--- src/rtl/bss_pkg.sv ---
// ----------------------------------------------------------------------------
// bss_pkg
// Shared widths, codes and types of the barrier schedule sequencer.
// ----------------------------------------------------------------------------
package bss_pkg;

  // Field widths.
  localparam int unsigned RANK_W    = 10;  // node rank and peer
  localparam int unsigned SIZE_W    = 11;  // group size
  localparam int unsigned DIM_W     = 4;   // tree dimension and bit position
  localparam int unsigned CNT_W     = 10;  // linear root position
  localparam int unsigned PHASE_W   = 3;
  localparam int unsigned ACT_W     = 2;
  localparam int unsigned CFG_IDX_W = 2;
  localparam int unsigned CFG_W     = 11;  // widest register

  // Number of tree bits a cube dimension can reach, and the width of a child
  // rank that carries the highest of them.
  localparam int unsigned DIM_N   = (1 << DIM_W) - 1;
  localparam int unsigned CHILD_W = DIM_N;

  // Defaults of the top-level parameters.
  localparam int unsigned MAX_NODES_DEF = 1024;
  localparam int unsigned RANK_BITS_DEF = 10;

  // Sequence phases.
  localparam logic [PHASE_W-1:0] PH_IDLE         = 3'd0;
  localparam logic [PHASE_W-1:0] PH_LIN_GATHER   = 3'd1;
  localparam logic [PHASE_W-1:0] PH_LIN_RELEASE  = 3'd2;
  localparam logic [PHASE_W-1:0] PH_PARENT_SEND  = 3'd3;
  localparam logic [PHASE_W-1:0] PH_PARENT_RECV  = 3'd4;
  localparam logic [PHASE_W-1:0] PH_TREE_GATHER  = 3'd5;
  localparam logic [PHASE_W-1:0] PH_TREE_RELEASE = 3'd6;

  // Result actions.
  localparam logic [ACT_W-1:0] ACT_SEND = 2'd0;
  localparam logic [ACT_W-1:0] ACT_RECV = 2'd1;
  localparam logic [ACT_W-1:0] ACT_DONE = 2'd2;
  localparam logic [ACT_W-1:0] ACT_FAIL = 2'd3;

  // Input operations.
  localparam logic OP_START    = 1'b0;
  localparam logic OP_COMPLETE = 1'b1;

  // Register indexes.
  localparam logic [CFG_IDX_W-1:0] REG_NODE_RANK  = 2'd0;
  localparam logic [CFG_IDX_W-1:0] REG_GROUP_SIZE = 2'd1;
  localparam logic [CFG_IDX_W-1:0] REG_CUBE_DIM   = 2'd2;
  localparam logic [CFG_IDX_W-1:0] REG_TREE_MODE  = 2'd3;

  typedef struct packed {
    logic [RANK_W-1:0] node_rank;
    logic [SIZE_W-1:0] group_size;
    logic [DIM_W-1:0]  cube_dim;
    logic              tree_mode;
  } cfg_t;

  typedef struct packed {
    logic [PHASE_W-1:0] phase;
    logic [DIM_W-1:0]   bit_position;
    logic [CNT_W-1:0]   message_count;
  } state_t;

  typedef struct packed {
    logic [ACT_W-1:0]  action;
    logic [RANK_W-1:0] peer;
    logic              any_source;
  } res_t;

endpackage

--- src/rtl/bss_req_if.sv ---
// ----------------------------------------------------------------------------
// bss_req_if
// Event channel into the sequencer: start and completion events.
// ----------------------------------------------------------------------------
interface bss_req_if;
  logic valid;
  logic ready;
  logic op;
  logic failed;

  modport source (output valid, output op, output failed, input ready);
  modport sink (input valid, input op, input failed, output ready);
endinterface

--- src/rtl/bss_rsp_if.sv ---
// ----------------------------------------------------------------------------
// bss_rsp_if
// Command channel out of the sequencer: send, receive, done and failed.
// ----------------------------------------------------------------------------
interface bss_rsp_if;
  logic                       valid;
  logic                       ready;
  logic [bss_pkg::ACT_W-1:0]  action;
  logic [bss_pkg::RANK_W-1:0] peer;
  logic                       any_source;

  modport source (output valid, output action, output peer, output any_source, input ready);
  modport sink (input valid, input action, input peer, input any_source, output ready);
endinterface

--- src/rtl/bss_cfg_regs.sv ---
// ----------------------------------------------------------------------------
// bss_cfg_regs
// Configuration registers, written by index through a plain write port.
// ----------------------------------------------------------------------------
module bss_cfg_regs (
  input  logic                          clk_i,
  input  logic                          rst_ni,
  input  logic                          cfg_we_i,
  input  logic [bss_pkg::CFG_IDX_W-1:0] cfg_idx_i,
  input  logic [bss_pkg::CFG_W-1:0]     cfg_data_i,
  output bss_pkg::cfg_t                 cfg_o
);

  bss_pkg::cfg_t cfg_q, cfg_d;

  always_comb begin
    cfg_d = cfg_q;
    if (cfg_we_i) begin
      case (cfg_idx_i)
        bss_pkg::REG_NODE_RANK:  cfg_d.node_rank  = cfg_data_i[bss_pkg::RANK_W-1:0];
        bss_pkg::REG_GROUP_SIZE: cfg_d.group_size = cfg_data_i[bss_pkg::SIZE_W-1:0];
        bss_pkg::REG_CUBE_DIM:   cfg_d.cube_dim   = cfg_data_i[bss_pkg::DIM_W-1:0];
        bss_pkg::REG_TREE_MODE:  cfg_d.tree_mode  = cfg_data_i[0];
        default:                 cfg_d = cfg_q;
      endcase
    end
  end

  always_ff @(posedge clk_i or negedge rst_ni) begin
    if (!rst_ni) begin
      cfg_q.node_rank  <= '0;
      cfg_q.group_size <= bss_pkg::SIZE_W'(1);
      cfg_q.cube_dim   <= '0;
      cfg_q.tree_mode  <= 1'b1;
    end else begin
      cfg_q <= cfg_d;
    end
  end

  assign cfg_o = cfg_q;

endmodule

--- src/rtl/bss_step.sv ---
// ----------------------------------------------------------------------------
// bss_step
// One step of the barrier schedule: next phase and the command to issue.
// ----------------------------------------------------------------------------
module bss_step #(
  parameter int unsigned MAX_NODES = bss_pkg::MAX_NODES_DEF,
  parameter int unsigned RANK_BITS = bss_pkg::RANK_BITS_DEF
) (
  input  bss_pkg::cfg_t   cfg_i,
  input  bss_pkg::state_t state_i,
  input  logic            op_i,
  input  logic            failed_i,
  output bss_pkg::state_t state_o,
  output bss_pkg::res_t   res_o
);

  localparam int unsigned SIZE_W  = bss_pkg::SIZE_W;
  localparam int unsigned RANK_W  = bss_pkg::RANK_W;
  localparam int unsigned DIM_W   = bss_pkg::DIM_W;
  localparam int unsigned DIM_N   = bss_pkg::DIM_N;
  localparam int unsigned CHILD_W = bss_pkg::CHILD_W;
  localparam int unsigned CNT_W   = bss_pkg::CNT_W;
  localparam int unsigned SizeCap = (MAX_NODES > ((1 << SIZE_W) - 1)) ?
                                    ((1 << SIZE_W) - 1) : MAX_NODES;
  localparam logic [SIZE_W-1:0] SIZE_CAP  = SIZE_W'(SizeCap);
  localparam logic [RANK_W-1:0] RANK_MASK = RANK_W'((33'd1 << RANK_BITS) - 33'd1);

  logic [RANK_W-1:0]      rank;
  logic [SIZE_W-1:0]      eff_size;
  logic signed [DIM_W:0]  high;        // -1 when no rank bit below cube_dim
  logic                   has_high;
  logic [RANK_W-1:0]      parent;
  logic [DIM_N-1:0]       usable;
  logic signed [DIM_W:0]  g_from;
  logic                   g_hit;
  logic [DIM_W-1:0]       g_bit;
  logic signed [DIM_W:0]  r_from;
  logic                   r_hit;
  logic [DIM_W-1:0]       r_bit;
  logic [SIZE_W-1:0]      lin_idx;
  bss_pkg::state_t        rel_state, gat_state, lg_state, lr_state;
  bss_pkg::res_t          rel_res, gat_res, lg_res, lr_res;

  assign rank = cfg_i.node_rank & RANK_MASK;

  always_comb begin
    if (cfg_i.group_size > SIZE_CAP) begin
      eff_size = SIZE_CAP;
    end else if (cfg_i.group_size == '0) begin
      eff_size = SIZE_W'(1);
    end else begin
      eff_size = cfg_i.group_size;
    end
  end

  // Highest rank bit below the cube dimension.
  always_comb begin
    high     = '1;
    has_high = 1'b0;
    for (int b = 0; b < RANK_W; b++) begin
      if (rank[b] && (DIM_W'(b) < cfg_i.cube_dim)) begin
        high     = (DIM_W + 1)'(b);
        has_high = 1'b1;
      end
    end
  end

  assign parent = (cfg_i.tree_mode && has_high) ?
                  (rank & ~(RANK_W'(1) << high[DIM_W-1:0])) : '0;

  // A child exists when its rank lies below the effective group size.
  always_comb begin
    for (int b = 0; b < DIM_N; b++) begin
      usable[b] = ((CHILD_W'(rank) | (CHILD_W'(1) << b)) < CHILD_W'(eff_size));
    end
  end

  // Gather: highest usable child bit in (high, g_from].
  assign g_from = (op_i == bss_pkg::OP_START) ?
                  ($signed({1'b0, cfg_i.cube_dim}) - 2'sd1) :
                  ($signed({1'b0, state_i.bit_position}) - 2'sd1);

  always_comb begin
    g_hit = 1'b0;
    g_bit = '0;
    for (int b = 0; b < DIM_N; b++) begin
      if (usable[b] && ($signed((DIM_W + 1)'(b)) > high) &&
          ($signed((DIM_W + 1)'(b)) <= g_from)) begin
        g_hit = 1'b1;
        g_bit = DIM_W'(b);
      end
    end
  end

  // Release: lowest usable child bit in [r_from, cube_dim).
  assign r_from = ((op_i == bss_pkg::OP_COMPLETE) &&
                   (state_i.phase == bss_pkg::PH_TREE_RELEASE)) ?
                  ($signed({1'b0, state_i.bit_position}) + 2'sd1) : (high + 2'sd1);

  always_comb begin
    r_hit = 1'b0;
    r_bit = '0;
    for (int b = DIM_N - 1; b >= 0; b--) begin
      if (usable[b] && ($signed((DIM_W + 1)'(b)) >= r_from) &&
          (DIM_W'(b) < cfg_i.cube_dim)) begin
        r_hit = 1'b1;
        r_bit = DIM_W'(b);
      end
    end
  end

  always_comb begin
    rel_state = state_i;
    rel_res   = '0;
    if (r_hit) begin
      rel_state.phase        = bss_pkg::PH_TREE_RELEASE;
      rel_state.bit_position = r_bit;
      rel_res.action         = bss_pkg::ACT_SEND;
      rel_res.peer           = rank | (RANK_W'(1) << r_bit);
    end else begin
      rel_state.phase = bss_pkg::PH_IDLE;
      rel_res.action  = bss_pkg::ACT_DONE;
    end
  end

  always_comb begin
    gat_state = state_i;
    gat_res   = '0;
    if (g_hit) begin
      gat_state.phase        = bss_pkg::PH_TREE_GATHER;
      gat_state.bit_position = g_bit;
      gat_res.action         = bss_pkg::ACT_RECV;
      gat_res.peer           = rank | (RANK_W'(1) << g_bit);
    end else if (has_high) begin
      gat_state.phase = bss_pkg::PH_PARENT_SEND;
      gat_res.action  = bss_pkg::ACT_SEND;
      gat_res.peer    = parent;
    end else begin
      gat_state = rel_state;
      gat_res   = rel_res;
    end
  end

  // Linear root: gather index, or release index on a release completion.
  assign lin_idx = (op_i == bss_pkg::OP_START) ? SIZE_W'(1) :
                   (SIZE_W'(state_i.message_count) + SIZE_W'(1));

  always_comb begin
    lr_state = state_i;
    lr_res   = '0;
    if (lin_idx < eff_size) begin
      lr_state.phase         = bss_pkg::PH_LIN_RELEASE;
      lr_state.message_count = lin_idx[CNT_W-1:0];
      lr_res.action          = bss_pkg::ACT_SEND;
      lr_res.peer            = lin_idx[RANK_W-1:0];
    end else begin
      lr_state.phase = bss_pkg::PH_IDLE;
      lr_res.action  = bss_pkg::ACT_DONE;
    end
  end

  always_comb begin
    lg_state = state_i;
    lg_res   = '0;
    if (lin_idx < eff_size) begin
      lg_state.phase         = bss_pkg::PH_LIN_GATHER;
      lg_state.message_count = lin_idx[CNT_W-1:0];
      lg_res.action          = bss_pkg::ACT_RECV;
      lg_res.any_source      = 1'b1;
    end else if (SIZE_W'(1) < eff_size) begin
      // Gather finished: release starts with rank 1.
      lg_state.phase         = bss_pkg::PH_LIN_RELEASE;
      lg_state.message_count = CNT_W'(1);
      lg_res.action          = bss_pkg::ACT_SEND;
      lg_res.peer            = RANK_W'(1);
    end else begin
      lg_state.phase = bss_pkg::PH_IDLE;
      lg_res.action  = bss_pkg::ACT_DONE;
    end
  end

  always_comb begin
    state_o = state_i;
    res_o   = '0;
    if (op_i == bss_pkg::OP_START) begin
      if (cfg_i.tree_mode) begin
        state_o = gat_state;
        res_o   = gat_res;
      end else if (rank != '0) begin
        state_o.phase = bss_pkg::PH_PARENT_SEND;
        res_o.action  = bss_pkg::ACT_SEND;
      end else begin
        state_o = lg_state;
        res_o   = lg_res;
      end
    end else if ((state_i.phase == bss_pkg::PH_IDLE) || failed_i) begin
      state_o.phase = bss_pkg::PH_IDLE;
      res_o.action  = bss_pkg::ACT_FAIL;
    end else begin
      case (state_i.phase)
        bss_pkg::PH_LIN_GATHER: begin
          state_o = lg_state;
          res_o   = lg_res;
        end
        bss_pkg::PH_LIN_RELEASE: begin
          state_o = lr_state;
          res_o   = lr_res;
        end
        bss_pkg::PH_PARENT_SEND: begin
          state_o.phase = bss_pkg::PH_PARENT_RECV;
          res_o.action  = bss_pkg::ACT_RECV;
          res_o.peer    = parent;
        end
        bss_pkg::PH_PARENT_RECV: begin
          if (cfg_i.tree_mode) begin
            state_o = rel_state;
            res_o   = rel_res;
          end else begin
            state_o.phase = bss_pkg::PH_IDLE;
            res_o.action  = bss_pkg::ACT_DONE;
          end
        end
        bss_pkg::PH_TREE_GATHER: begin
          state_o = gat_state;
          res_o   = gat_res;
        end
        bss_pkg::PH_TREE_RELEASE: begin
          state_o = rel_state;
          res_o   = rel_res;
        end
        default: begin
          state_o.phase = bss_pkg::PH_IDLE;
          res_o.action  = bss_pkg::ACT_FAIL;
        end
      endcase
    end
  end

endmodule

--- src/rtl/barrier_schedule_sequencer.sv ---
// ----------------------------------------------------------------------------
// barrier_schedule_sequencer
// Sequences one node's part in a linear or binomial-tree barrier.
// ----------------------------------------------------------------------------
// The req_i channel carries events: a start of a barrier, or the completion
// of the command issued last, with a flag for an error. For every event
// transaction the block returns exactly one transaction on rsp_o: the next
// zero-length send or receive with its peer rank, or barrier done, or
// barrier failed. The user carries out each send or receive and reports its
// completion as the next event.
// An event is held in an input register and the step is worked out from it
// and the sequence state into an output register, from which the result is
// offered. One event per cycle is taken while the receiver does not stall.
// The step logic is a priority encode over the tree bits, which bounds the
// clock period rather than the rate.
// When the receiver stalls, the result waits in the output register and one
// further event is held in the input register; req_i.ready then drops.
// Reset empties both registers, puts the sequence in the idle phase and
// loads the registers with rank 0, group size 1, dimension 0 and tree mode.
// Registers are written through cfg_we_i, cfg_idx_i and cfg_data_i; the user
// must do so only while no event is in flight; the block does not enforce it.
// ----------------------------------------------------------------------------
module barrier_schedule_sequencer #(
  parameter int unsigned MAX_NODES = bss_pkg::MAX_NODES_DEF,
  parameter int unsigned RANK_BITS = bss_pkg::RANK_BITS_DEF
) (
  input  logic                          clk_i,
  input  logic                          rst_ni,
  input  logic                          cfg_we_i,
  input  logic [bss_pkg::CFG_IDX_W-1:0] cfg_idx_i,
  input  logic [bss_pkg::CFG_W-1:0]     cfg_data_i,
  bss_req_if.sink                       req_i,
  bss_rsp_if.source                     rsp_o
);

  bss_pkg::cfg_t   cfg;
  bss_pkg::state_t state_q, state_d;
  bss_pkg::res_t   step_res;
  bss_pkg::res_t   res_q;

  logic in_valid_q;
  logic in_op_q;
  logic in_failed_q;
  logic out_valid_q;
  logic out_free;
  logic fire;

  bss_cfg_regs u_cfg_regs (
    .clk_i      (clk_i),
    .rst_ni     (rst_ni),
    .cfg_we_i   (cfg_we_i),
    .cfg_idx_i  (cfg_idx_i),
    .cfg_data_i (cfg_data_i),
    .cfg_o      (cfg)
  );

  // The step is taken when an event is held and the output register either
  // is empty or is being emptied in this very cycle.
  assign out_free    = !out_valid_q || rsp_o.ready;
  assign fire        = in_valid_q && out_free;
  assign req_i.ready = !in_valid_q || fire;

  always_ff @(posedge clk_i or negedge rst_ni) begin
    if (!rst_ni) begin
      in_valid_q <= 1'b0;
    end else if (req_i.valid && req_i.ready) begin
      in_valid_q <= 1'b1;
    end else if (fire) begin
      in_valid_q <= 1'b0;
    end
  end

  // Event payload; only loaded on an accepted transaction.
  always_ff @(posedge clk_i) begin
    if (req_i.valid && req_i.ready) begin
      in_op_q     <= req_i.op;
      in_failed_q <= req_i.failed;
    end
  end

  bss_step #(
    .MAX_NODES (MAX_NODES),
    .RANK_BITS (RANK_BITS)
  ) u_step (
    .cfg_i    (cfg),
    .state_i  (state_q),
    .op_i     (in_op_q),
    .failed_i (in_failed_q),
    .state_o  (state_d),
    .res_o    (step_res)
  );

  // Sequence state advances only with a step, so a stall never repeats one.
  always_ff @(posedge clk_i or negedge rst_ni) begin
    if (!rst_ni) begin
      state_q.phase         <= bss_pkg::PH_IDLE;
      state_q.bit_position  <= '0;
      state_q.message_count <= '0;
    end else if (fire) begin
      state_q <= state_d;
    end
  end

  always_ff @(posedge clk_i or negedge rst_ni) begin
    if (!rst_ni) begin
      out_valid_q <= 1'b0;
    end else if (fire) begin
      out_valid_q <= 1'b1;
    end else if (rsp_o.ready) begin
      out_valid_q <= 1'b0;
    end
  end

  always_ff @(posedge clk_i) begin
    if (fire) begin
      res_q <= step_res;
    end
  end

  assign rsp_o.valid      = out_valid_q;
  assign rsp_o.action     = res_q.action;
  assign rsp_o.peer       = res_q.peer;
  assign rsp_o.any_source = res_q.any_source;

  // A finished or aborted barrier leaves the sequence idle.
  assert property (@(posedge clk_i) disable iff (!rst_ni)
    fire && (step_res.action == bss_pkg::ACT_DONE || step_res.action == bss_pkg::ACT_FAIL)
    |=> state_q.phase == bss_pkg::PH_IDLE)
    else $error("sequence not idle after done or failed result");

  // Only a receive may accept any sender.
  assert property (@(posedge clk_i) disable iff (!rst_ni)
    out_valid_q && res_q.any_source |-> res_q.action == bss_pkg::ACT_RECV)
    else $error("any-source flag on a result that is not a receive");

  // Done and failed results carry no peer.
  assert property (@(posedge clk_i) disable iff (!rst_ni)
    out_valid_q && (res_q.action == bss_pkg::ACT_DONE || res_q.action == bss_pkg::ACT_FAIL)
    |-> res_q.peer == '0)
    else $error("peer set on a done or failed result");

  // An empty output register never holds back the event channel.
  assert property (@(posedge clk_i) disable iff (!rst_ni)
    !out_valid_q |-> req_i.ready)
    else $error("event channel stalled with an empty output register");

endmodule
--- src/flat_wrapper.sv ---
// flat-port wrapper written by rule: the top's interface ports become plain ports
module barrier_schedule_sequencer_flat 
#(
  parameter int unsigned MAX_NODES = bss_pkg::MAX_NODES_DEF,
  parameter int unsigned RANK_BITS = bss_pkg::RANK_BITS_DEF
)
  (clk_i, rst_ni, cfg_we_i, cfg_idx_i, cfg_data_i, req_i_valid, req_i_op, req_i_failed, req_i_ready, rsp_o_valid, rsp_o_action, rsp_o_peer, rsp_o_any_source, rsp_o_ready);
  bss_req_if req_i_i ();
  bss_rsp_if rsp_o_i ();
  input  logic clk_i;
  input  logic rst_ni;
  input  logic cfg_we_i;
  input  logic [bss_pkg::CFG_IDX_W-1:0] cfg_idx_i;
  input  logic [bss_pkg::CFG_W-1:0] cfg_data_i;
  input wire logic [$bits(req_i_i.valid)-1:0] req_i_valid;
  input wire logic [$bits(req_i_i.op)-1:0] req_i_op;
  input wire logic [$bits(req_i_i.failed)-1:0] req_i_failed;
  output wire logic [$bits(req_i_i.ready)-1:0] req_i_ready;
  output wire logic [$bits(rsp_o_i.valid)-1:0] rsp_o_valid;
  output wire logic [$bits(rsp_o_i.action)-1:0] rsp_o_action;
  output wire logic [$bits(rsp_o_i.peer)-1:0] rsp_o_peer;
  output wire logic [$bits(rsp_o_i.any_source)-1:0] rsp_o_any_source;
  input wire logic [$bits(rsp_o_i.ready)-1:0] rsp_o_ready;
  assign req_i_i.valid = req_i_valid;
  assign req_i_i.op = req_i_op;
  assign req_i_i.failed = req_i_failed;
  assign req_i_ready = req_i_i.ready;
  assign rsp_o_valid = rsp_o_i.valid;
  assign rsp_o_action = rsp_o_i.action;
  assign rsp_o_peer = rsp_o_i.peer;
  assign rsp_o_any_source = rsp_o_i.any_source;
  assign rsp_o_i.ready = rsp_o_ready;
  barrier_schedule_sequencer #(.MAX_NODES(MAX_NODES), .RANK_BITS(RANK_BITS)) u_core (.clk_i(clk_i), .rst_ni(rst_ni), .cfg_we_i(cfg_we_i), .cfg_idx_i(cfg_idx_i), .cfg_data_i(cfg_data_i), .req_i(req_i_i), .rsp_o(rsp_o_i));
endmodule
--- config.mk ---
export PLATFORM = sky130hd
export DESIGN_NAME = barrier_schedule_sequencer_flat
export DESIGN_NICKNAME = d
export VERILOG_FILES = /design/src/rtl/bss_pkg.sv /design/src/rtl/bss_req_if.sv /design/src/rtl/bss_rsp_if.sv /design/src/rtl/bss_cfg_regs.sv /design/src/rtl/bss_step.sv /design/src/rtl/barrier_schedule_sequencer.sv /design/src/flat_wrapper.sv
export SDC_FILE = /design/constraint.sdc
export NUM_CORES = 1
export LEC_CHECK = 0
export BUFFER_PORTS_ARGS = -buffer_cell sky130_fd_sc_hd__buf_2
export CELL_PAD_IN_SITES_DETAIL_PLACEMENT = 2
export CELL_PAD_IN_SITES_GLOBAL_PLACEMENT = 2
export CORE_MARGIN = 2
export CORE_UTILIZATION = 37
export CTS_CLUSTER_SIZE = 16
export DETAILED_ROUTE_END_ITERATION = 12
export PLACE_DENSITY = 0.9
export SYNTH_ARGS = -nofsm -noshare
export SYNTH_HDL_FRONTEND = slang
export SYNTH_HIERARCHICAL = 1
export SYNTH_SLANG_ARGS = --single-unit
--- constraint.sdc ---
create_clock -name clk_i -period 10.73 [get_ports clk_i]
set_input_delay 1.6095 -clock clk_i [delete_from_list [all_inputs] [get_ports clk_i]]
set_output_delay 1.6095 -clock clk_i [all_outputs]
set_load 0.005 [all_outputs]
Word-level counts from Yosys, hierarchy flattened --
Index checks and enable logic that the tools add are counted.
Word-level totals: flip-flop bits (word level) 60, input bits 20, output and inout port bits 15, word-level logic and storage cells 348
Cells by class: add/subtract/negate cells 5, magnitude comparators 78, equal/unequal tests 19, shift operators 3, mux-type cells 133, bitwise logic cells 4, reductions and logical operators 92
Operator list (number):
- 4-bit two-way mux | 29
- 10-bit by 11-bit less-than comparator with 1-bit output | 10
- 10-bit two-way mux | 8
- 1-bit logical AND | 74
- 14-bit one-hot mux with 5 select lines | 1
- 5-bit two-way mux | 12
- 10-bit one-hot mux with 6 select lines | 1
- 11-bit two-way mux | 5
- 1-bit two-way mux | 48
- 14-bit two-way mux | 3
- 5-bit >= comparator (first input constant) | 7
- 5-bit greater-than comparator (first input constant) | 7
- 5-bit <= comparator (first input constant) | 7
- 17-bit two-way mux | 2
- 1-bit by 4-bit << shifter with 10-bit output (first input constant) | 3
- 4-bit less-than comparator (first input constant) | 7
- 13-bit two-way mux | 2
- 12-bit two-way mux | 2
- 2-bit two-way mux | 12
- 11-bit less-than comparator | 2
- 4-bit by 5-bit >= comparator with 1-bit output (first input constant) | 4
- 4-bit by 5-bit greater-than comparator with 1-bit output (first input constant) | 4
- 4-bit by 5-bit <= comparator with 1-bit output (first input constant) | 4
- 10-bit OR | 2
- 48 further kinds | 78

Depth between registers and ports, before layout --
Gate-level depths: netlist (run 1).
depth in word-level cells 40, mapped depth 23

Cells and area by module --
Netlist (run 1), hierarchy kept.
Modules (own cells, without submodules):
- bss_step | instances 1, cells each 752, area an instance 4850.9 sq um, seq. area each 0.0 sq um
- barrier_schedule_sequencer | instances 1, cells each 59, area an instance 1227.4 sq um, seq. area each 925.9 sq um
- bss_cfg_regs | instances 1, cells each 58, area an instance 1034.7 sq um, seq. area each 653.1 sq um

Worst setup path after synthesis (run 1) --
No wires, ideal clock.
path type reg2reg, start point reg u_core.u_cfg_regs.cfg_q (netlist bit u_core/u_cfg_regs/cfg_o[2]), end point reg u_core.res_q (netlist bit u_core/rsp_o.peer[7]) (data pin), setup time 0.259 ns, data arrival time 4.982 ns, data required time 10.471 ns, path slack 5.489 ns, stages on the path, launching flop included 21, buffers on the path 1, period minus slack after synthesis 5.241 ns, cells stage by stage dfrtp_1 > buf_2 > inv_1 > ha_1 > nand2b_2 > o21ai_0 > o22ai_1 > a31oi_2 > ha_1 > ha_1 > nor3b_1 > a32oi_1 > or3_1 > nor2_1 > ha_1 > or4_4 > a21oi_4 > o211ai_2 > o31ai_4 > o22ai_1 > a211o_1
RTL lines:
- start: declaration | line bss_cfg_regs.sv:14 | bss_pkg::cfg_t cfg_q, cfg_d;
- start signal: assignment | line bss_cfg_regs.sv:36 | cfg_q <= cfg_d;
- end signal: assignment | line barrier_schedule_sequencer.sv:116 | res_q <= step_res;
- end: declaration | line barrier_schedule_sequencer.sv:39 | bss_pkg::res_t res_q;

==> flow_summary.json, run 1 <==
{
  "status": "finished clean",
  "grt_first_pass_wirelength_mm": 49.1,
  "cts-root-buf": "clkbuf_16",
  "ys_ff_latch": 60,
  "cp-end-kind": "register",
  "dpl_cell_area_um2": 7390,
  "path_clk_slew_ns": 0.06,
  "track_usage_pct": 31.9,
  "syn_area_um2": 7110,
  "setup_viol_count_final": 0,
  "synth_top_area_cell": "dfrtp_1",
  "dpl.hpwl_mm": 23.6,
  "area_delta_synth_final_pct": 7.88,
  "hp-start": "u_core/in_valid_q",
  "dieArea_um2": 20300,
  "finalSetupTns_ns": 0,
  "vias": 7738,
  "critPathMaxStageDelay_ns": 0.59,
  "synth_area_per_cell_um2": 8.19,
  "cts_max_level": 3,
  "nNetsFinal": 931,
  "fin_crit_sh_pct": 57.8,
  "core_area_um2": 18800,
  "post-route-drc-count": 0,
  "holdWs_ns": 0.566,
  "yosysSeqAreaShare_pct": 22.2,
  "drt_pre_antenna_iters": 5,
  "final_area_um2": 7670,
  "io_pins": 35,
  "globalplace.congestion": 0.988,
  "required_ns": 10.79,
  "worst-r2r-setup-slack_ns": 4.53,
  "ys_async_sr_fraction_pct": 75.0,
  "start_util_pct": 37.9,
  "synthTopCellsByCount": "83 x nor2_1, 66 x a21oi_1, 59 x nand2_1, 46 x o21ai_0",
  "cts_max_path_buffers": 2,
  "crit_chain": "inv_1, ha_1, nand2b_2, o21ai_0, o22ai_1, a31oi_2, ha_1, ha_1, nor3b_1, a32oi_1, or3_1, nor2_1, ha_1, or4_4, a21oi_4, o211ai_2, nor3_2, nor2_1, a221oi_1, o32ai_1",
  "synth_edf_count": 15,
  "drive_gt1_share_pct": 16.5,
  "ir_worst_vdd_mv": 0.102,
  "min_period_ns": 6.20,
  "cts_buffers": 9,
  "min_to": "u_core/rsp_o.valid",
  "maxSlewViolCount": 0,
  "crit_path_max_fanout": 12,
  "arrival_ns": 6.27,
  "cp-start-kind": "register",
  "grt_pass1_vias": 8101,
  "power_density_nw_per_um2": 296,
  "fmax_mhz": 161,
  "leakage_uw": 0.00311,
  "drtIter0Drc": 675,
  "synthesis.nets": 924,
  "fp.dieW_um": 143,
  "synth_top_area_share_pct": 15.1,
  "rr_endpoint": "u_core/rsp_o.peer[1]",
  "syn_inst": 869,
  "worst_slew_pin_slew_ns": 1.13,
  "postCtsHoldBufs": 0,
  "yosysWarnings": 6,
  "synth_area_leaders": "dfrtp_1 15%, edfxtp_1 6.3%, ha_1 6.2%",
  "hold_viol": 0,
  "synth_most_common_cell": "nor2_1",
  "grt_max_degree": 46,
  "worstHoldPathType": "register to register",
  "cap_violations": 0,
  "r2r_cells": 20,
  "min_path_cells": 1,
  "clock_skew_ns": 0.0132,
  "cts_tree": "built",
  "die_height_um": 143,
  "crit_type": "register to register",
  "clk_latency_ns": 0.35,
  "wl_per_cell_um": 28.2,
  "timing.rr.start": "u_core/u_cfg_regs/cfg_o[2]",
  "cts_setup_buffers": 0,
  "rsz0062_at_grt": "false",
  "row_count": 50,
  "overflow": 0,
  "post_cts_resized": 0,
  "clock_sinks": 60,
  "synth_ff_type": "dfrtp_1",
  "portBuffers": 34,
  "ant_nets": 0,
  "antenna_found_initial": 1,
  "synth_cell_type_count": 107,
  "drt_wl_total_mm": 31.5,
  "slew_headroom_pct": 24.7,
  "vias_per_cell": 6.93,
  "worst_path_most_repeated_cell": "ha_1",
  "cp_slowest_cell": "dfrtp_1"
}
==> sequential cells by signal, summed over array words and instances, names as in the netlist <==
register and count:
u_core/u_cfg_regs/cfg_o 26, u_core/state_q 17, u_core/rsp_o.peer 10, u_core/rsp_o.action 2, u_core/in_failed_q 1, u_core/in_op_q 1, u_core/in_valid_q 1, u_core/rsp_o.any_source 1
u_core/rsp_o.valid 1
==> cell usage in the layout (no fill, tap or decap), drive strengths merged, types with 7 or more instances in the layout <==
cell type and n:
o21a 14, a211oi 9, xnor2 7, o21ai 62
a211o 9, nor4 10, a21oi 69, or2 8
mux2 44, inv 25, o211ai 13, nand4 8
edfxtp 15, o31ai 14, a31oi 17, nand3 44
a22oi 8, nor2b 14, o22ai 12, clkbuf 12
and3 14, and2 9, buf 37, nor3 20
dfrtp 43, nor2 84, a21o 10, nand2b 20
nand2 61, or3 12, ha 35, nor3b 7
==> where the power goes <==
part	total (uW)	switching [uW]	internal [uW]
registers	435	147	289
clock network	284	115	169
logic	1550	1020	525
==> kinds of logic after synthesis <==
group                    synth area share (%)
buffers and inverters                    4.50
adder cells (fa/ha/maj)                  6.16
flip-flops                               22.2
multiplexers                             8.67
XOR/XNOR                                 1.60
AND/OR/NAND/NOR                          25.7
AO/OA/AOI/OAI                            31.2
==> layer usage <==
| metal | vias up | track usage, % | wire, um |
|---|---|---|---|
| met4 | 0 | 14.3 | 1350 |
| met3 | 91 | 7.91 | 2450 |
| met5 | - | 0 | 0 |
| met1 | 3932 | 40.5 | 13200 |
| li1 | 3364 | - | - |
| met2 | 351 | 51.3 | 14500 |
==> final cells by class <==
class | count | area, um2
antenna | 1 | 2.50
clock buffer | 12 | 258
clock inverter | 4 | 22.5
fill | 2144 | 11100
inverter | 27 | 101
multi-input combinational | 741 | 5230
sequential | 60 | 1580
tap | 234 | 293
timing repair buffer | 37 | 193
==> stage by stage <==
stage | instances | worst slack (ns) | util [%] | total power, uW
after floorplan | 869 | 5.49 | - | 1450
after global routing | 1115 | 4.08 | 40.9 | 2400
after detailed placement | 1099 | 4.66 | 39.4 | 1910
after global placement | 1099 | 4.92 | 39.4 | 1860
after CTS | 1115 | 4.62 | 40.9 | 2220
final | 1116 | 4.53 | 40.9 | 2270
==> how the worst max path moves through the flow <==
stage,startpoint,end,slack [ns],depth (start not counted)
finish,u_core/u_cfg_regs/cfg_o[2],u_core/rsp_o.peer[1],4.53,20
global route,u_core/u_cfg_regs/cfg_o[2],u_core/rsp_o.peer[1],4.08,21
CTS,u_core/u_cfg_regs/cfg_o[2],u_core/rsp_o.peer[4],4.62,19
detailed placement,u_core/u_cfg_regs/cfg_o[2],u_core/rsp_o.peer[4],4.66,19
global placement,u_core/u_cfg_regs/cfg_o[2],u_core/rsp_o.peer[4],4.92,19
floorplan,u_core/u_cfg_regs/cfg_o[2],u_core/rsp_o.peer[7],5.49,20
==> worst max-delay path, delay by kind of cell, from the launching register on <==
family	cells	cell delay (ns)
fa+ha+maj	4	1.26
simple gates	7	2.13
flops	1	0.59
buf+inv	1	0.15
compound gates	8	1.79
Note: power is estimated with default switching activity, not from simulation.
==> run 2: changes to the inputs <==
==> constraint.sdc (replaced) <==
create_clock -name clk_i -period 6.2 [get_ports clk_i]
set_input_delay 0.93 -clock clk_i [delete_from_list [all_inputs] [get_ports clk_i]]
set_output_delay 0.93 -clock clk_i [all_outputs]
set_load 0.005 [all_outputs]
==> flow_summary.json, run 2 (synthesis results as in run 1) <==
{
  "fmax_mhz": 167,
  "final_area_um2": 7910,
  "maxSlewViolCount": 0,
  "antenna_found_initial": 0,
  "final_common_cell": "nor2_1",
  "total_power_uw": 4150,
  "fp.dieW_um": 143,
  "place_inst": 1120,
  "dpl.hpwl_mm": 25.2,
  "nNetsFinal": 952,
  "grt_pass1_vias": 8240,
  "vias": 7927,
  "grt_max_degree": 46,
  "required_ns": 6.50,
  "ir_worst_vdd_mv": 0.218,
  "dieArea_um2": 20300,
  "setup_viol_count_final": 0,
  "overflow": 0,
  "io_pins": 35,
  "hold_viol": 0,
  "clock_sinks": 60,
  "diodes": 0,
  "dpl_cell_area_um2": 7540,
  "row_count": 50,
  "clock_skew_ns": 0.0115,
  "fin_crit_sh_pct": 96.4,
  "worst-r2r-setup-slack_ns": 0.23,
  "ant_nets": 0,
  "clk_latency_ns": 0.36,
  "portBuffers": 34,
  "cts_max_path_buffers": 2,
  "crit_type": "register to register",
  "largest_register_ff_count": 26,
  "layout_common_cells": "83 x nor2_1, 65 x a21oi_1, 59 x nand2_1",
  "die_height_um": 143,
  "arrival_ns": 6.27,
  "path_clk_slew_ns": 0.06,
  "drtIter0Drc": 742,
  "cp-start-kind": "register",
  "final_cells": 1136,
  "status": "finished clean",
  "cts_max_level": 3,
  "cap_violations": 0,
  "leakage_uw": 0.00324,
  "power_density_nw_per_um2": 524,
  "crit_path_max_fanout": 10,
  "grt_first_pass_wirelength_mm": 51.0,
  "start_util_pct": 37.9,
  "cts_buffers": 9,
  "min_period_ns": 5.97,
  "cts-root-buf": "clkbuf_16",
  "vias_per_cell": 6.98,
  "core_area_um2": 18800,
  "wl_per_cell_um": 29.7,
  "track_usage_pct": 33.3,
  "drt_wl_total_mm": 33.7,
  "drt_pre_antenna_iters": 5,
  "globalplace.congestion": 0.997,
  "area_delta_synth_final_pct": 11.2,
  "worstHoldPathType": "register to register",
  "cts_tree": "built",
  "cp-end-kind": "register",
  "post-route-drc-count": 0,
  "worst_slew_pin_slew_ns": 1.13,
  "slew_headroom_pct": 24.7,
  "final_util_pct": 42.2,
  "drive_gt1_share_pct": 19.1
}
-- run 2: metal layers --
layer / vias to the layer above / GRT usage, % / share of wire, %
li1: 3395 / - / -
met1: 4061 / 43.2 / 42
met2: 386 / 54.5 / 47
met3: 85 / 6.91 / 7.9
met4: 0 / 12.6 / 3.3
met5: - / 0 / 0
-- run 2: stage by stage --
step / setup slack [ns] / hold slack (ns) / TNS, ns
2_1_floorplan: 0.959 / 0.474 / 0
4_1_cts: 0.0766 / 0.595 / 0
6_report: 0.225 / 0.595 / 0
3_3_place_gp: 0.473 / 0.534 / 0
3_5_place_dp: 0.0804 / 0.542 / 0
5_1_grt: -0.109 / 0.604 / -0.586
-- run 2: final cells by class --
class	count	area, um2
Clock buffer	12	268
Clock inverter	4	70.1
Fill cell	2142	10900
Inverter	27	101
Multi-Input combinational cell	741	5250
Sequential cell	60	1580
Tap cell	234	293
Timing Repair Buffer	58	350
-- run 2: path summary, 6_finish.rpt --
kind                                            start  depth (start not counted)                    endpoint
max                        u_core/u_cfg_regs/cfg_o[1]                         22          u_core/state_q[10]
min                                 u_core/state_q[5]                          1           u_core/state_q[5]
max reg2reg                u_core/u_cfg_regs/cfg_o[1]                         22          u_core/state_q[10]
min reg2reg                         u_core/state_q[5]                          1           u_core/state_q[5]
max in group asynchronous                      rst_ni                          1  u_core/u_cfg_regs/cfg_o[2]
min in group asynchronous                      rst_ni                          1          u_core/state_q[10]
-- run 2: power breakdown --
part           switching, uW  total (uW)  internal [uW]
clock                    204         590            386
sequential               200         701            501
combinational           1880        2850            972
-- run 2: repair_timing --
action,in CTS,in global routing
setup endpoints to repair,0,16
hold buffers,0,0
resized for setup,0,8
setup buffers,0,0
-- run 2: critical path, stage by stage (launching register included) --
cell      delay (ns)
dfrtp_1         0.55
inv_1           0.12
ha_1            0.29
nor2b_1         0.29
o21ai_2         0.14
nand2_1         0.26
o21bai_1        0.17
a21oi_2         0.11
ha_2            0.25
ha_1            0.34
nor3b_1         0.28
a32oi_1         0.17
or3_1           0.45
nor2_1          0.12
ha_1            0.25
or4_4           0.56
a21oi_4         0.23
o211ai_2        0.20
nor3_4          0.35
nor3b_1         0.10
nor4_1          0.37
a211o_1         0.17
mux2_2          0.14
==> run 3: changes to the inputs <==
--- a/config.mk
+++ b/config.mk
@@ -12,6 +12,7 @@
 export CORE_UTILIZATION = 37
 export CTS_CLUSTER_SIZE = 16
 export DETAILED_ROUTE_END_ITERATION = 12
+export MAX_ROUTING_LAYER = met4
 export PLACE_DENSITY = 0.9
 export SYNTH_ARGS = -nofsm -noshare
 export SYNTH_HDL_FRONTEND = slang
==> flow_summary.json, run 3 (synthesis results as in run 1) <==
{
  "start_util_pct": 37.9,
  "min_path_cells": 1,
  "vias": 8070,
  "crit_chain": "a21oi_1, nand2b_1, nand2_1, o21bai_1, a21oi_1, ha_2, ha_1, nor3b_1, a32oi_1, or3_1, nor2_1, ha_1, or4_4, a21oi_4, o211ai_2, nor3_4, nor2_1, a221oi_1, o32ai_1",
  "critPathMaxStageDelay_ns": 0.55,
  "status": "finished clean",
  "path_clk_slew_ns": 0.06,
  "cts_max_path_buffers": 2,
  "clock_sinks": 60,
  "largest_register_ff_count": 26,
  "nNetsFinal": 956,
  "io_pins": 35,
  "area_delta_synth_final_pct": 11.1,
  "leakage_uw": 0.00324,
  "track_usage_pct": 35.7,
  "cp_slowest_cell": "or4_4",
  "cap_violations": 0,
  "drt_pre_antenna_iters": 5,
  "min_period_ns": 5.78,
  "globalplace.congestion": 0.990,
  "cp_top_family": "simple AND/OR/NAND/NOR gates",
  "final_area_um2": 7900,
  "arrival_ns": 5.86,
  "ir_worst_vdd_mv": 0.180,
  "hold_viol": 0,
  "diodes": 0,
  "fp.dieW_um": 143,
  "slew_headroom_pct": 23.4,
  "nFillCells": 2128,
  "fmax_mhz": 173,
  "die_height_um": 143,
  "dieArea_um2": 20300,
  "required_ns": 6.28,
  "cp-end-kind": "register",
  "worst_slew_pin_slew_ns": 1.15,
  "total_power_uw": 4170,
  "wl_per_cell_um": 30.4,
  "grt_first_pass_wirelength_mm": 52.8,
  "power_density_nw_per_um2": 527,
  "ant_nets": 0,
  "cts_buffers": 9,
  "layout_common_cells": "83 x nor2_1, 66 x a21oi_1, 59 x nand2_1",
  "portBuffers": 34,
  "fin_crit_sh_pct": 93.3,
  "core_area_um2": 18800,
  "cts_max_level": 3,
  "grt_pass1_vias": 8447,
  "drt_wl_total_mm": 34.7,
  "setup_viol_count_final": 0,
  "r2r_cells": 19,
  "cts-root-buf": "clkbuf_16",
  "crit_type": "register to register",
  "antenna_found_initial": 0,
  "cp.depth": 19,
  "final_common_cell": "nor2_1",
  "crit_path_max_fanout": 14,
  "final_util_pct": 42.1,
  "critical_path_buf_inv_count": 0,
  "cp-start-kind": "register",
  "overflow": 0,
  "cts_tree": "built",
  "clock_skew_ns": 0.0122,
  "dpl_cell_area_um2": 7540,
  "clk_latency_ns": 0.36,
  "row_count": 50,
  "worstHoldPathType": "register to register",
  "dpl.hpwl_mm": 25.3,
  "postCtsHoldBufs": 0,
  "drtIter0Drc": 744,
  "vias_per_cell": 7.08,
  "grt_max_degree": 46,
  "finalSetupTns_ns": 0,
  "maxSlewViolCount": 0,
  "post-route-drc-count": 0,
  "rsz0062_at_grt": "false",
  "drive_gt1_share_pct": 19.1
}
## run 3: worst register-to-register path, cell delays in order (launching register included)
cell      delay [ns]
dfrtp_1         0.54
a21oi_1         0.52
nand2b_1        0.25
nand2_1         0.21
o21bai_1        0.22
a21oi_1         0.27
ha_2            0.25
ha_1            0.17
nor3b_1         0.24
a32oi_1         0.15
or3_1           0.44
nor2_1          0.11
ha_1            0.25
or4_4           0.55
a21oi_4         0.22
o211ai_2        0.20
nor3_4          0.35
nor2_1          0.11
a221oi_1        0.32
o32ai_1         0.14
## run 3: path summary, 6_finish.rpt
check,from,endpoint,slack [ns]
max in group asynchronous,rst_ni,u_core/u_cfg_regs/cfg_o[2],4.61
max reg2reg,u_core/u_cfg_regs/cfg_o[3],u_core/rsp_o.peer[1],0.42
min reg2reg,u_core/in_valid_q,u_core/rsp_o.valid,0.57
max,u_core/u_cfg_regs/cfg_o[3],u_core/rsp_o.peer[1],0.42
min,u_core/in_valid_q,u_core/rsp_o.valid,0.57
min in group asynchronous,rst_ni,u_core/state_q[16],0.77
## run 3: power breakdown
part,switching [uW],leakage (uW),total [uW],internal [uW]
Clock,225,0.000151,561,336
Combinational,1940,0.00239,2920,980
Sequential,184,0.000696,685,501
## run 3: layout make-up
| cell class | instances | area (um2) | share of cell area (%) |
|---|---|---|---|
| clock buffers | 11 | 254 | 3.21 |
| clock inverters | 5 | 57.6 | 0.728 |
| flip-flops and latches | 60 | 1580 | 20.0 |
| inverters | 27 | 101 | 1.28 |
| multi-input cells | 741 | 5240 | 66.3 |
| repair buffers | 62 | 380 | 4.81 |
| well taps | 234 | 293 | 3.71 |
## run 3: routing by layer
layer	track usage, %	routed length [um]	share of wire, %	vias up
met5	-	0	0	-
met4	17.7	1760	5.1	0
met3	6.51	2650	7.6	117
met2	56.8	16200	47	466
met1	43.7	14000	40	4090
li1	-	-	-	3397
## run 3: what timing repair did
item,4_1_cts,5_1_grt
resized for setup,0,4
buffers inserted,0,5
setup endpoints to repair,0,16
## run 3: stage by stage
stage               setup WS (ns)  hold WS, ns  instances
detailed placement         0.0749        0.557       1119
floorplan                   0.959        0.474        869
global placement            0.394        0.533       1119
global route               0.0125        0.591       1140
finish                      0.417        0.570       1140
CTS                        0.0390        0.570       1135
